## src/rtl/core/indexed_max_heap_queue_top_macros.svh

```systemverilog
// ----------------------------------------------------------------------------
// Assertion macros for the indexed max-heap queue
// Shared concurrent assertion shorthands, clocked and reset-qualified.
// ----------------------------------------------------------------------------
`ifndef INDEXED_MAX_HEAP_QUEUE_TOP_MACROS_SVH
`define INDEXED_MAX_HEAP_QUEUE_TOP_MACROS_SVH

// condition holds at every edge out of reset
`define IMHQ_ASSERT_HOLDS(lbl, clk, rst, cond, msg) \
   lbl: assert property (@(posedge clk) disable iff (rst) (cond)) else $error(msg);

// antecedent at one edge implies consequent at the next
`define IMHQ_ASSERT_NEXT(lbl, clk, rst, ante, cons, msg) \
   lbl: assert property (@(posedge clk) disable iff (rst) (ante) |=> (cons)) else $error(msg);

`endif

```

## src/rtl/core/imhq_pkg.sv

```systemverilog
// ----------------------------------------------------------------------------
// imhq_pkg
// Shared codes, defaults and controller/datapath status type.
// ----------------------------------------------------------------------------
package imhq_pkg;

   localparam int DEF_HEAP_DEPTH = 256;
   localparam int DEF_ITEM_COUNT = 256;
   localparam int DEF_KEY_BITS   = 32;

   localparam int ITEM_W = 8;
   localparam int OP_W   = 2;
   localparam int STS_W  = 3;
   localparam int STEP_W = 4;

   // operations
   localparam logic [OP_W-1:0] OP_INSERT  = 2'd0;
   localparam logic [OP_W-1:0] OP_EXTRACT = 2'd1;
   localparam logic [OP_W-1:0] OP_REMOVE  = 2'd2;
   localparam logic [OP_W-1:0] OP_UPDATE  = 2'd3;

   // result status
   localparam logic [STS_W-1:0] ST_OK      = 3'd0;
   localparam logic [STS_W-1:0] ST_EMPTY   = 3'd1;
   localparam logic [STS_W-1:0] ST_FULL    = 3'd2;
   localparam logic [STS_W-1:0] ST_ABSENT  = 3'd3;
   localparam logic [STS_W-1:0] ST_PRESENT = 3'd4;

   // datapath step commands
   localparam logic [STEP_W-1:0] STEP_NONE    = 4'd0;
   localparam logic [STEP_W-1:0] STEP_CAPTURE = 4'd1;
   localparam logic [STEP_W-1:0] STEP_SETUP   = 4'd2;
   localparam logic [STEP_W-1:0] STEP_FETCH   = 4'd3;
   localparam logic [STEP_W-1:0] STEP_UP_RD   = 4'd4;
   localparam logic [STEP_W-1:0] STEP_UP_CMP  = 4'd5;
   localparam logic [STEP_W-1:0] STEP_DN_RD   = 4'd6;
   localparam logic [STEP_W-1:0] STEP_DN_CMP  = 4'd7;
   localparam logic [STEP_W-1:0] STEP_PLACE   = 4'd8;

   typedef struct packed {
      logic err;         // request rejected
      logic is_insert;
      logic fetch_done;  // removed entry was the last slot, nothing to sift
      logic sift_up;
      logic at_top;      // hole is the root
      logic at_leaf;     // hole has no left child
      logic up_move;     // parent moves down into the hole
      logic dn_move;     // a child moves up into the hole
   } imhq_sts_type;

endpackage

```

## src/rtl/core/imhq_ctrl.sv

```systemverilog
// ----------------------------------------------------------------------------
// imhq_ctrl
// Sequencer: steps the datapath through lookup, fetch, sift and placement.
// ----------------------------------------------------------------------------
`include "indexed_max_heap_queue_top_macros.svh"

module imhq_ctrl import imhq_pkg::*; (
   input  logic               clock,
   input  logic               reset,
   input  logic               req_valid,
   output logic               req_stall,
   output logic               rsp_valid,
   input  logic               rsp_stall,
   input  imhq_sts_type       sts,
   output logic [STEP_W-1:0]  step_code
);

   localparam logic [3:0] S_IDLE   = 4'd0;
   localparam logic [3:0] S_SETUP  = 4'd1;
   localparam logic [3:0] S_FETCH  = 4'd2;
   localparam logic [3:0] S_UP_RD  = 4'd3;
   localparam logic [3:0] S_UP_CMP = 4'd4;
   localparam logic [3:0] S_DN_RD  = 4'd5;
   localparam logic [3:0] S_DN_CMP = 4'd6;
   localparam logic [3:0] S_PLACE  = 4'd7;
   localparam logic [3:0] S_RESP   = 4'd8;

   logic [3:0] state_ff, state_in;

   always_comb begin
      state_in  = state_ff;
      step_code = STEP_NONE;
      case (state_ff)
         S_IDLE: begin
            if (req_valid) begin
               step_code = STEP_CAPTURE;
               state_in  = S_SETUP;
            end
         end
         S_SETUP: begin
            step_code = STEP_SETUP;
            if (sts.err) state_in = S_RESP;
            else if (sts.is_insert) state_in = S_UP_RD;
            else state_in = S_FETCH;
         end
         S_FETCH: begin
            step_code = STEP_FETCH;
            if (sts.fetch_done) state_in = S_RESP;
            else if (sts.sift_up) state_in = S_UP_RD;
            else state_in = S_DN_RD;
         end
         S_UP_RD: begin
            step_code = STEP_UP_RD;
            state_in  = sts.at_top ? S_PLACE : S_UP_CMP;
         end
         S_UP_CMP: begin
            step_code = STEP_UP_CMP;
            state_in  = sts.up_move ? S_UP_RD : S_PLACE;
         end
         S_DN_RD: begin
            step_code = STEP_DN_RD;
            state_in  = sts.at_leaf ? S_PLACE : S_DN_CMP;
         end
         S_DN_CMP: begin
            step_code = STEP_DN_CMP;
            state_in  = sts.dn_move ? S_DN_RD : S_PLACE;
         end
         S_PLACE: begin
            step_code = STEP_PLACE;
            state_in  = S_RESP;
         end
         S_RESP: begin
            if (!rsp_stall) state_in = S_IDLE;
         end
         default: state_in = S_IDLE;
      endcase
   end

   always_ff @(posedge clock) begin
      if (reset) begin
         state_ff <= S_IDLE;
      end else begin
         state_ff <= state_in;
      end
   end

   assign req_stall = state_ff != S_IDLE;
   assign rsp_valid = state_ff == S_RESP;

   `IMHQ_ASSERT_NEXT(a_busy_after_beat, clock, reset, req_valid && !req_stall, req_stall && !rsp_valid, "no setup after accept")
   `IMHQ_ASSERT_HOLDS(a_one_in_flight, clock, reset, !(rsp_valid && !req_stall), "request open while result pending")

endmodule

```

## config.mk

```make
export PLATFORM = sky130hd
export DESIGN_NAME = imhq_ctrl
export DESIGN_NICKNAME = d
export VERILOG_FILES = /design/src/rtl/core/imhq_pkg.sv /design/src/rtl/core/imhq_ctrl.sv
export VERILOG_INCLUDE_DIRS = /design/src /design/src/rtl/core
export SDC_FILE = /design/constraint.sdc
export NUM_CORES = 1
export LEC_CHECK = 0
export BUFFER_PORTS_ARGS = -buffer_cell sky130_fd_sc_hd__buf_4
export CELL_PAD_IN_SITES_DETAIL_PLACEMENT = 0
export CELL_PAD_IN_SITES_GLOBAL_PLACEMENT = 1
export CORE_MARGIN = 10
export CORE_UTILIZATION = 29
export DETAILED_ROUTE_END_ITERATION = 8
export GPL_ROUTABILITY_DRIVEN = 1
export HOLD_SLACK_MARGIN = 0.03
export PLACE_DENSITY = 0.71
export SLEW_MARGIN = 30
export SYNTH_ARGS = -nofsm -noshare
export SYNTH_HDL_FRONTEND = slang
export SYNTH_SLANG_ARGS = --single-unit
export TNS_END_PERCENT = 20
```

## constraint.sdc

```tcl
create_clock -name clock -period 1.26 [get_ports clock]
set_input_delay 0.252 -clock clock [delete_from_list [all_inputs] [get_ports clock]]
set_output_delay 0.252 -clock clock [all_outputs]
set_load 0.03 [all_outputs]
```

==> metrics.md, run 1 <==
| Metric | Value |
|---|---|
| Syn Area/Cell | 7.41 µm² |
| Via count | 510 |
| First-pass GRT wire length | 2410 µm |
| DR vias/cell | 4.95 |
| YS warnings | 0 |
| Clock skew | 0.000910 ns |
| Final WL | 1360 µm |
| Worst Path Arrival | 1.15 ns |
| Port bufs | 17 |
| Count leader, synth | nor2_1 |
| Largest register by flop count | state_ff |
| DRC | 0 |
| Final worst path period need | 1.40 ns |
| Final Cycle Share | 111% |
| Synthesized flop and latch total | 4 |
| Syn_nets | 65 |
| Post-synth EDFFs | 0 |
| H-tree depth | 1 |
| Number of fill cells | 130 |
| Max FFs per register | 4 |
| Die Area | 3230 µm² |
| Worst setup endpoint | rsp_valid |
| Least-Margin Pin Slew | 0.312 ns |
| P_leak | 0.346 nW |
| Clock sinks | 4 |
| Hold WS | 0.200 ns |
| CP Launch Type | flip-flop |
| Final ANT Viol Nets | 0 |
| Die X | 56.8 µm |
| Layout cells sized above 1 | 64.8% |
| Slew headroom | 79.0% |
| Io pins | 18 |
| Reg2reg path depth | 6 |
| Synth Area in Simple Gates | 35.7% |
| ANT cells | 0 |
| Distinct cell type count after synthesis | 29 |
| Multiplexer share of the synthesized area | 0% |
| Combinational family with the most area after synthesis | simple AND/OR/NAND/NOR gates |
| Final setup violation count | 8 |
| Vias in the first global route | 548 |
| Total congestion overflow | 0 |
| Setup Crit Path Kind | reg2out |
| Sequential area share after synthesis | 20.4% |
| Max-Cap Viols | 0 |
| Die height | 56.8 µm |
| Area growth from synthesis to layout | 95.9% |
| Antenna violations before repair | 0 |
| Max Clk Rate | 0.714 GHz |
| Final Max Tran Viols | 0 |
| Largest buffer count on any clock path | 2 |
| Fin util | 59.9% |
| Crit path from | state_ff[2] |
| Main area contributors after synthesis | dfxtp_1, buf_6, nor2_1 |
| Reg2reg end | state_ff[0] |
| Core Region | 1280 µm² |
| Prevailing post-synth register cell | dfxtp_1 |
| Wire per inst | 13.2 µm |
| Async set-reset flop share out of synthesis | 0% |
| Root buffer cell | clkbuf_4 |
| Failing checks | negative setup slack |
| Leading area contributor after synthesis | dfxtp_1 |
| Starting density of the core | 30.6% |
| Worst skew pair latency | 0.24 ns |
| Critical Path RT | 1.01 ns |
| Mapped Area | 393 µm² |
| Gr usage total | 9.35% |
| Largest net degree at the start of global routing | 9 |
| Worst vdd ir | 0.582 mV |
| Setup slack, reg-to-reg | -0.11 ns |
| Initial detailed-routing violation count | 7 |
| Rows | 13 |
| Top cells by count, synth | nor2_1, nand2_1, dfxtp_1 |
| Placer congestion estimate | 0.835 |
| Final Hold Viols | 0 |
| Area of the multi-input gates | 333 µm² |
| Status | finished with violations |
| HP Class | in2reg |
| XOR/XNOR Fraction of Synth Area | 4.46% |
| Worst Slack Setup Final | -0.140 ns |
| Worst-path fanout max | 4 |
| FF/Latch Area | 90.1 µm² |
| Crit. End Element | output port |
| Post-synth top area share | 20.4% |
| Area share of fa/ha/maj cells after synthesis | 0% |
| TritonCTS Buffers | 3 |
| Post-DP HPWL | 1090 µm |
| Setup TNS Final | -0.770 ns |
| Worst slack, placed | -0.0636 ns |
| Clock-pin slew on the worst setup and hold paths | 0.04 ns |
| Compound-Gate Fraction of Synth Area | 26.1% |
| Largest registers | state_ff (4) |
| Power Density | 975 nW/µm² |
| Cell count after synthesis | 53 |
| Nets | 102 |
| FF-to-FF Start | state_ff[0] |
| CTS tree | built |
| RSZ-0062 raised after global routing | yes |
| First-pass DRT Iterations | 4 |
-- metrics by stage --
step           area (µm²)  power (mW)  cells
6_report              769       0.750    103
5_1_grt               769       0.811    103
4_1_cts               768       0.763    103
3_5_place_dp          652       0.545     95
3_3_place_gp          652       0.545     95
2_1_floorplan         434       0.387     53
-- logic make-up (layout without fill, tap and decap cells) --
family	after synthesis	after routing
AND/OR/NAND/NOR	26	26
AO/OA/AOI/OAI	14	14
buffers and inverters	7	42
flip-flops	4	4
XOR/XNOR	2	2
-- layout by cell type, fill, tap and decap left out, types with 3 or more instances in the layout --
cell type,instances
buf_6,5
clkbuf_4,3
nor2_1,5
nand2_1,4
buf_4,32
a21oi_1,3
-- repair_timing --
action / CTS / global route
endpoints found under the setup margin: 8 / 9
gates resized for setup: 17 / 2
pin swaps: 3 / 0
hold buffers: 0 / 0
buffers inserted: 5 / 0
-- how the worst min path moves through the flow --
stage                   to  cells past startpoint  start
2_1_floorplan  state_ff[1]                      1  reset
3_3_place_gp   state_ff[2]                      2  reset
3_5_place_dp   state_ff[2]                      2  reset
4_1_cts        state_ff[2]                      2  reset
5_1_grt        state_ff[0]                      2  reset
6_report       state_ff[2]                      2  reset
-- worst max-delay path, cell delays in order, from the launching register on --
cell	delay [ns]
dfxtp_4	0.34
buf_6	0.13
nor4b_4	0.27
buf_6	0.16
-- metal layers --
layer	wire length, µm	GRT usage, %	part of all wire [%]	vias to the layer above
met5	0	0	0	-
met4	39	7.05	2.9	0
met3	84	4.04	6.2	4
met2	623	14.4	46	16
met1	607	9.75	45	226
li1	-	-	-	264
-- power by group --
part / switching [mW] / total [mW] / internal, mW
clock: 0.0533 / 0.160 / 0.107
combinational: 0.203 / 0.426 / 0.223
sequential: 0.0219 / 0.164 / 0.142
total: 0.278 / 0.750 / 0.472
-- area by class of cell --
type                       count  area share, %
multi-input combinational     42           43.3
tap                           15           2.44
clock buffer                   3           2.93
timing repair buffer          38           39.2
inverter                       1          0.488
sequential                     4           11.7
No activity file was read; power rests on OpenSTA's default activity.
==> run 2: changes to the inputs <==
Settings changed: BUFFER_PORTS_ARGS -buffer_cell sky130_fd_sc_hd__buf_4 to -buffer_cell sky130_fd_sc_hd__buf_2.
==> metrics.md, run 2 (synthesis gave the netlist of run 1 again) <==
| Metric | Value |
|---|---|
| Fin util | 59.0% (-0.88 points) |
| Die X | 56.8 µm (unchanged) |
| Root buffer cell | clkbuf_4 |
| Critical Path RT | 1.01 ns (about the same) |
| HP Class | in2reg |
| Largest registers | state_ff (4) |
| Total congestion overflow | 0 (unchanged) |
| DR vias/cell | 5.02 (+1.4%) |
| Core Region | 1280 µm² (unchanged) |
| Largest buffer count on any clock path | 2 (unchanged) |
| Antenna violations before repair | 0 (unchanged) |
| TritonCTS Buffers | 3 (unchanged) |
| Crit. End Element | output port |
| Worst Path Arrival | 1.15 ns (about the same) |
| Max-Cap Viols | 0 (unchanged) |
| Placed cell count | 94 (-1.1%) |
| Clock-pin slew on the worst setup and hold paths | 0.04 ns (about the same) |
| Clock skew | 0.000690 ns (-0.000220 ns) |
| DRC | 0 (unchanged) |
| Final worst path period need | 1.41 ns (+0.00683 ns) |
| Number of fill cells | 115 (-12%) |
| Clock sinks | 4 (unchanged) |
| Final setup violation count | 7 (-1) |
| Final Cycle Share | 112% (+0.54 points) |
| Final Hold Viols | 0 (unchanged) |
| Initial detailed-routing violation count | 15 (+8) |
| Final Max Tran Viols | 0 (unchanged) |
| Max Clk Rate | 0.711 GHz (-0.49%) |
| Fin cells | 100 (-2.9%) |
| Largest net degree at the start of global routing | 8 (-1) |
| Worst slack, placed | -0.0268 ns (+0.0368 ns) |
| Worst vdd ir | 0.420 mV (-28%) |
| Area of the multi-input gates | 344 µm² (+3.4%) |
| Rows | 13 (unchanged) |
| Post-DP HPWL | 1050 µm (-4.4%) |
| Max FFs per register | 4 (unchanged) |
| Die height | 56.8 µm (unchanged) |
| Worst skew pair latency | 0.23 ns (about the same) |
| Hold WS | 0.255 ns (+0.0543 ns) |
| Largest register by flop count | state_ff |
| Via count | 502 (-1.6%) |
| Most frequent cells in the layout | buf_2, buf_4, buf_6 |
| Placer congestion estimate | 0.771 (-7.7%) |
| P_leak | 0.327 nW (-5.3%) |
| FF/Latch Area | 92.6 µm² (+2.8%) |
| Setup TNS Final | -0.578 ns (+0.192 ns) |
| Io pins | 18 (unchanged) |
| H-tree depth | 1 (unchanged) |
| Least-Margin Pin Slew | 0.497 ns (+0.185 ns) |
| Final ANT Viol Nets | 0 (unchanged) |
| RSZ-0062 raised after global routing | yes |
| Starting density of the core | 30.6% (unchanged) |
| Area growth from synthesis to layout | 93.0% |
| CP Launch Type | flip-flop |
| Status | finished with violations |
| Wire per inst | 13.4 µm (+1.9%) |
| CTS tree | built |
| ANT cells | 0 (unchanged) |
| Worst Slack Setup Final | -0.147 ns (-0.00683 ns) |
| Hold buffer count at CTS | 0 (unchanged) |
| Gr usage total | 8.19% (-1.2 points) |
| Setup Crit Path Kind | reg2out |
| Worst-path fanout max | 7 (+3) |
| Failing checks | negative setup slack |
| Power Density | 992 nW/µm² (+1.8%) |
| First-pass GRT wire length | 2240 µm (-6.9%) |
| Final WL | 1340 µm (-1.0%) |
| Port bufs | 17 (unchanged) |
| Vias in the first global route | 560 (+2.2%) |
| First-pass DRT Iterations | 4 (unchanged) |
| Slew headroom | 66.6% (-12 points) |
| Nets | 99 (-2.9%) |
| Die Area | 3230 µm² (unchanged) |
| Layout cells sized above 1 | 64.7% (-0.067 points) |
==> run 2: changes by cell type in the layout (fill, tap and decap cells not counted), sizes merged <==
cell    delta
buf        -2
clkbuf     -1
==> run 2: cell type report <==
cell class	instances	share of cell area (%)
Multi-Input combinational cell	42	45.4
Timing Repair Buffer	35	36.5
Sequential cell	4	12.2
Clock buffer	3	2.97
Tap cell	15	2.48
Inverter	1	0.495
==> run 2: what timing repair did <==
| action | 4_1_cts | 5_1_grt |
|---|---|---|
| endpoints found under the hold margin | 0 | 0 |
| gates resized for setup | 20 | 8 |
| setup buffers | 3 | 0 |
| endpoints found under the setup margin | 8 | 8 |
| pin swaps | 4 | 5 |
==> run 2: path summary, 6_finish.rpt <==
kind | startpoint | to | slack, ns | cells after the start
worst min-delay path | reset | state_ff[1] | 0.25 | 2
worst max-delay path | state_ff[2] | rsp_valid | -0.15 | 3
worst min register to register | state_ff[3] | state_ff[0] | 0.60 | 2
worst max register to register | state_ff[0] | state_ff[3] | -0.06 | 6
==> run 2: worst max-delay path, stage by stage (launching register included) <==
cell and delay (ns):
dfxtp_4 0.37, buf_6 0.12, nor4b_4 0.27, buf_6 0.17
==> run 2: power by group <==
group	internal, mW	switching [mW]
Sequential	0.141	0.0230
Combinational	0.221	0.213
Clock	0.106	0.0482
==> run 2: routing by layer <==
| layer | vias up | share of wire [%] | global-route usage (%) | wire length, µm |
|---|---|---|---|---|
| li1 | 261 | - | - | - |
| met1 | 227 | 47 | 9.39 | 624 |
| met2 | 12 | 46 | 13.5 | 615 |
| met3 | 2 | 6.0 | 2.25 | 80 |
| met4 | 0 | 1.5 | 4.03 | 20 |
| met5 | - | 0 | 0 | 0 |
==> run 2: through the flow <==
step	power [mW]	instance area, µm²
floorplan	0.387	434
detailed placement	0.514	614
global placement	0.513	614
finish	0.752	758
CTS	0.729	722
global route	0.801	758
==> run 3: changes to the inputs <==
Settings changed: RECOVER_POWER set to 100, TNS_END_PERCENT 20 to 100.
==> metrics.md, run 3 (synthesis gave the netlist of run 1 again) <==
| Metric | Value |
|---|---|
| ANT cells | 0 (unchanged) |
| Post-DP HPWL | 1010 µm (-3.6%) |
| Worst skew pair latency | 0.24 ns (about the same) |
| P_leak | 0.358 nW (+9.3%) |
| Area growth from synthesis to layout | 108% |
| CTS tree | built |
| Reg2reg end | state_ff[0] |
| Failing checks | negative setup slack |
| HP Class | in2reg |
| Met2 GRT Util | 14.7% (+1.3 points) |
| Final setup violation count | 7 (unchanged) |
| Via count | 514 (+2.4%) |
| Largest register by flop count | state_ff |
| Starting density of the core | 30.6% (unchanged) |
| Reg2reg path depth | 6 (unchanged) |
| Final WL | 1360 µm (+1.4%) |
| Setup slack, reg-to-reg | -0.03 ns (+0.03 ns) |
| Worst vdd ir | 0.432 mV (+2.7%) |
| Clock power share | 20.2% (-0.3 points) |
| Rows | 13 (unchanged) |
| Largest registers | state_ff (4) |
| Max Clk Rate | 0.713 GHz (+0.30%) |
| Worst slack, placed | -0.114 ns (-0.0872 ns) |
| Final Cycle Share | 111% (-0.33 points) |
| Worst-path fanout max | 8 (+1) |
| Crit. End Element | output port |
| Max-Cap Viols | 0 (unchanged) |
| Power Density | 956 nW/µm² (-3.7%) |
| Worst setup endpoint | rsp_valid |
| Die Area | 3230 µm² (unchanged) |
| Die X | 56.8 µm (unchanged) |
| Crit path from | state_ff[2] |
| Grt met3 use | 4.72% (+2.5 points) |
| Met1 Use GR | 8.80% (-0.60 points) |
| Vias in the first global route | 551 (-1.6%) |
| Hold buffer count at CTS | 0 (unchanged) |
| Layout cells sized above 1 | 70.0% (+5.3 points) |
| Hold WS | 0.213 ns (-0.0412 ns) |
| Final Hold Viols | 0 (unchanged) |
| Worst Slack Setup Final | -0.143 ns (+0.00417 ns) |
| Port bufs | 17 (unchanged) |
| DR vias/cell | 4.90 (-2.5%) |
| RSZ-0062 raised after global routing | yes |
| Final ANT Viol Nets | 0 (unchanged) |
| Number of fill cells | 124 (+7.8%) |
| Setup Crit Path Kind | reg2out |
| First-pass GRT wire length | 2280 µm (+1.6%) |
| TritonCTS Buffers | 3 (unchanged) |
| Final instance area | 816 µm² (+7.6%) |
| Switching pwr | 294 µW (+3.4%) |
| Worst Path Arrival | 1.15 ns (about the same) |
| CP Launch Type | flip-flop |
| Wire per inst | 13.0 µm (-3.4%) |
| Switch share | 37.7% (-0.057 points) |
| Antenna violations before repair | 0 (unchanged) |
| Io pins | 18 (unchanged) |
| Status | finished with violations |
| Largest buffer count on any clock path | 2 (unchanged) |
| Critical Path RT | 1.01 ns (about the same) |
| First-pass DRT Iterations | 3 (-1) |
| Combinational Power Share | 58.3% (+0.7 points) |
| FF-to-FF Start | state_ff[1] |
| Most frequent cells in the layout | buf_6, buf_4, buf_2 |
| Total power | 779 µW (+3.6%) |
| Die height | 56.8 µm (unchanged) |
| Initial detailed-routing violation count | 10 (-5) |
| Fin cells | 105 (+5.0%) |
| DRC | 0 (unchanged) |
| Clock sinks | 4 (unchanged) |
| Placed cell count | 94 (unchanged) |
| Fin util | 63.5% (+4.5 points) |
| Final Max Tran Viols | 0 (unchanged) |
| Largest net degree at the start of global routing | 9 (+1) |
| Clock-pin slew on the worst setup and hold paths | 0.04 ns (about the same) |
| Core Region | 1280 µm² (unchanged) |
| Clock skew | 0.00665 ns (+0.00596 ns) |
| Nets | 104 (+5.1%) |
| Root buffer cell | clkbuf_4 |
| Setup TNS Final | -0.573 ns (+0.00486 ns) |
| GR peak layer | met2 |
| Least-Margin Pin Slew | 0.343 ns (-0.154 ns) |
| Total congestion overflow | 0 (unchanged) |
| H-tree depth | 1 (unchanged) |
| Post-DP Area | 616 µm² (+0.20%) |
| Internal power | 486 µW (+3.7%) |
| Max FFs per register | 4 (unchanged) |
| Gr usage total | 8.56% (+0.36 points) |
| Slew headroom | 76.9% (+10 points) |
| Placer congestion estimate | 0.750 (-2.7%) |
| Sequential share of power | 21.5% (-0.3 points) |
| Final worst path period need | 1.40 ns (-0.00417 ns) |
run 3: how the worst min path moves through the flow:
stage | start | end | cells past startpoint
floorplan | reset | state_ff[1] | 1
global placement | reset | state_ff[2] | 2
detailed placement | reset | state_ff[1] | 2
CTS | reset | state_ff[3] | 2
global route | reset | state_ff[0] | 2
finish | reset | state_ff[3] | 2
run 3: critical path: stages, from the launching register on:
cell     delay (ns)
dfxtp_4        0.37
buf_6          0.12
nor4b_4        0.27
buf_6          0.16
run 3: power groups by stage:
| stage | Combinational (mW) | Sequential [mW] | Clock [mW] |
|---|---|---|---|
| 2_1_floorplan | 0.261 | 0.147 | 0 |
| 3_3_place_gp | 0.344 | 0.167 | 0 |
| 3_5_place_dp | 0.347 | 0.167 | 0 |
| 4_1_cts | 0.430 | 0.167 | 0.162 |
| 5_1_grt | 0.488 | 0.171 | 0.183 |
| 6_report | 0.454 | 0.168 | 0.157 |
run 3: routing by layer:
layer  part of all wire (%)  routed length, µm
met4                      0                  0
met2                     52                705
met5                      0                  0
met1                     41                553
met3                    7.4                100
run 3: final cells by class:
cell class | instances | area (µm²) | share of cell area, %
multi-input cells | 42 | 353 | 43.3
clock buffers | 3 | 22.5 | 2.76
repair buffers | 40 | 323 | 39.6
flip-flops and latches | 4 | 95.1 | 11.7
inverters | 1 | 3.75 | 0.460
well taps | 15 | 18.8 | 2.30
run 3: timing repair:
action / 4_1_cts / 5_1_grt
setup buffers: 8 / 0
endpoints found under the setup margin: 10 / 8
pin swaps: 6 / 5
resized for setup: 30 / 7
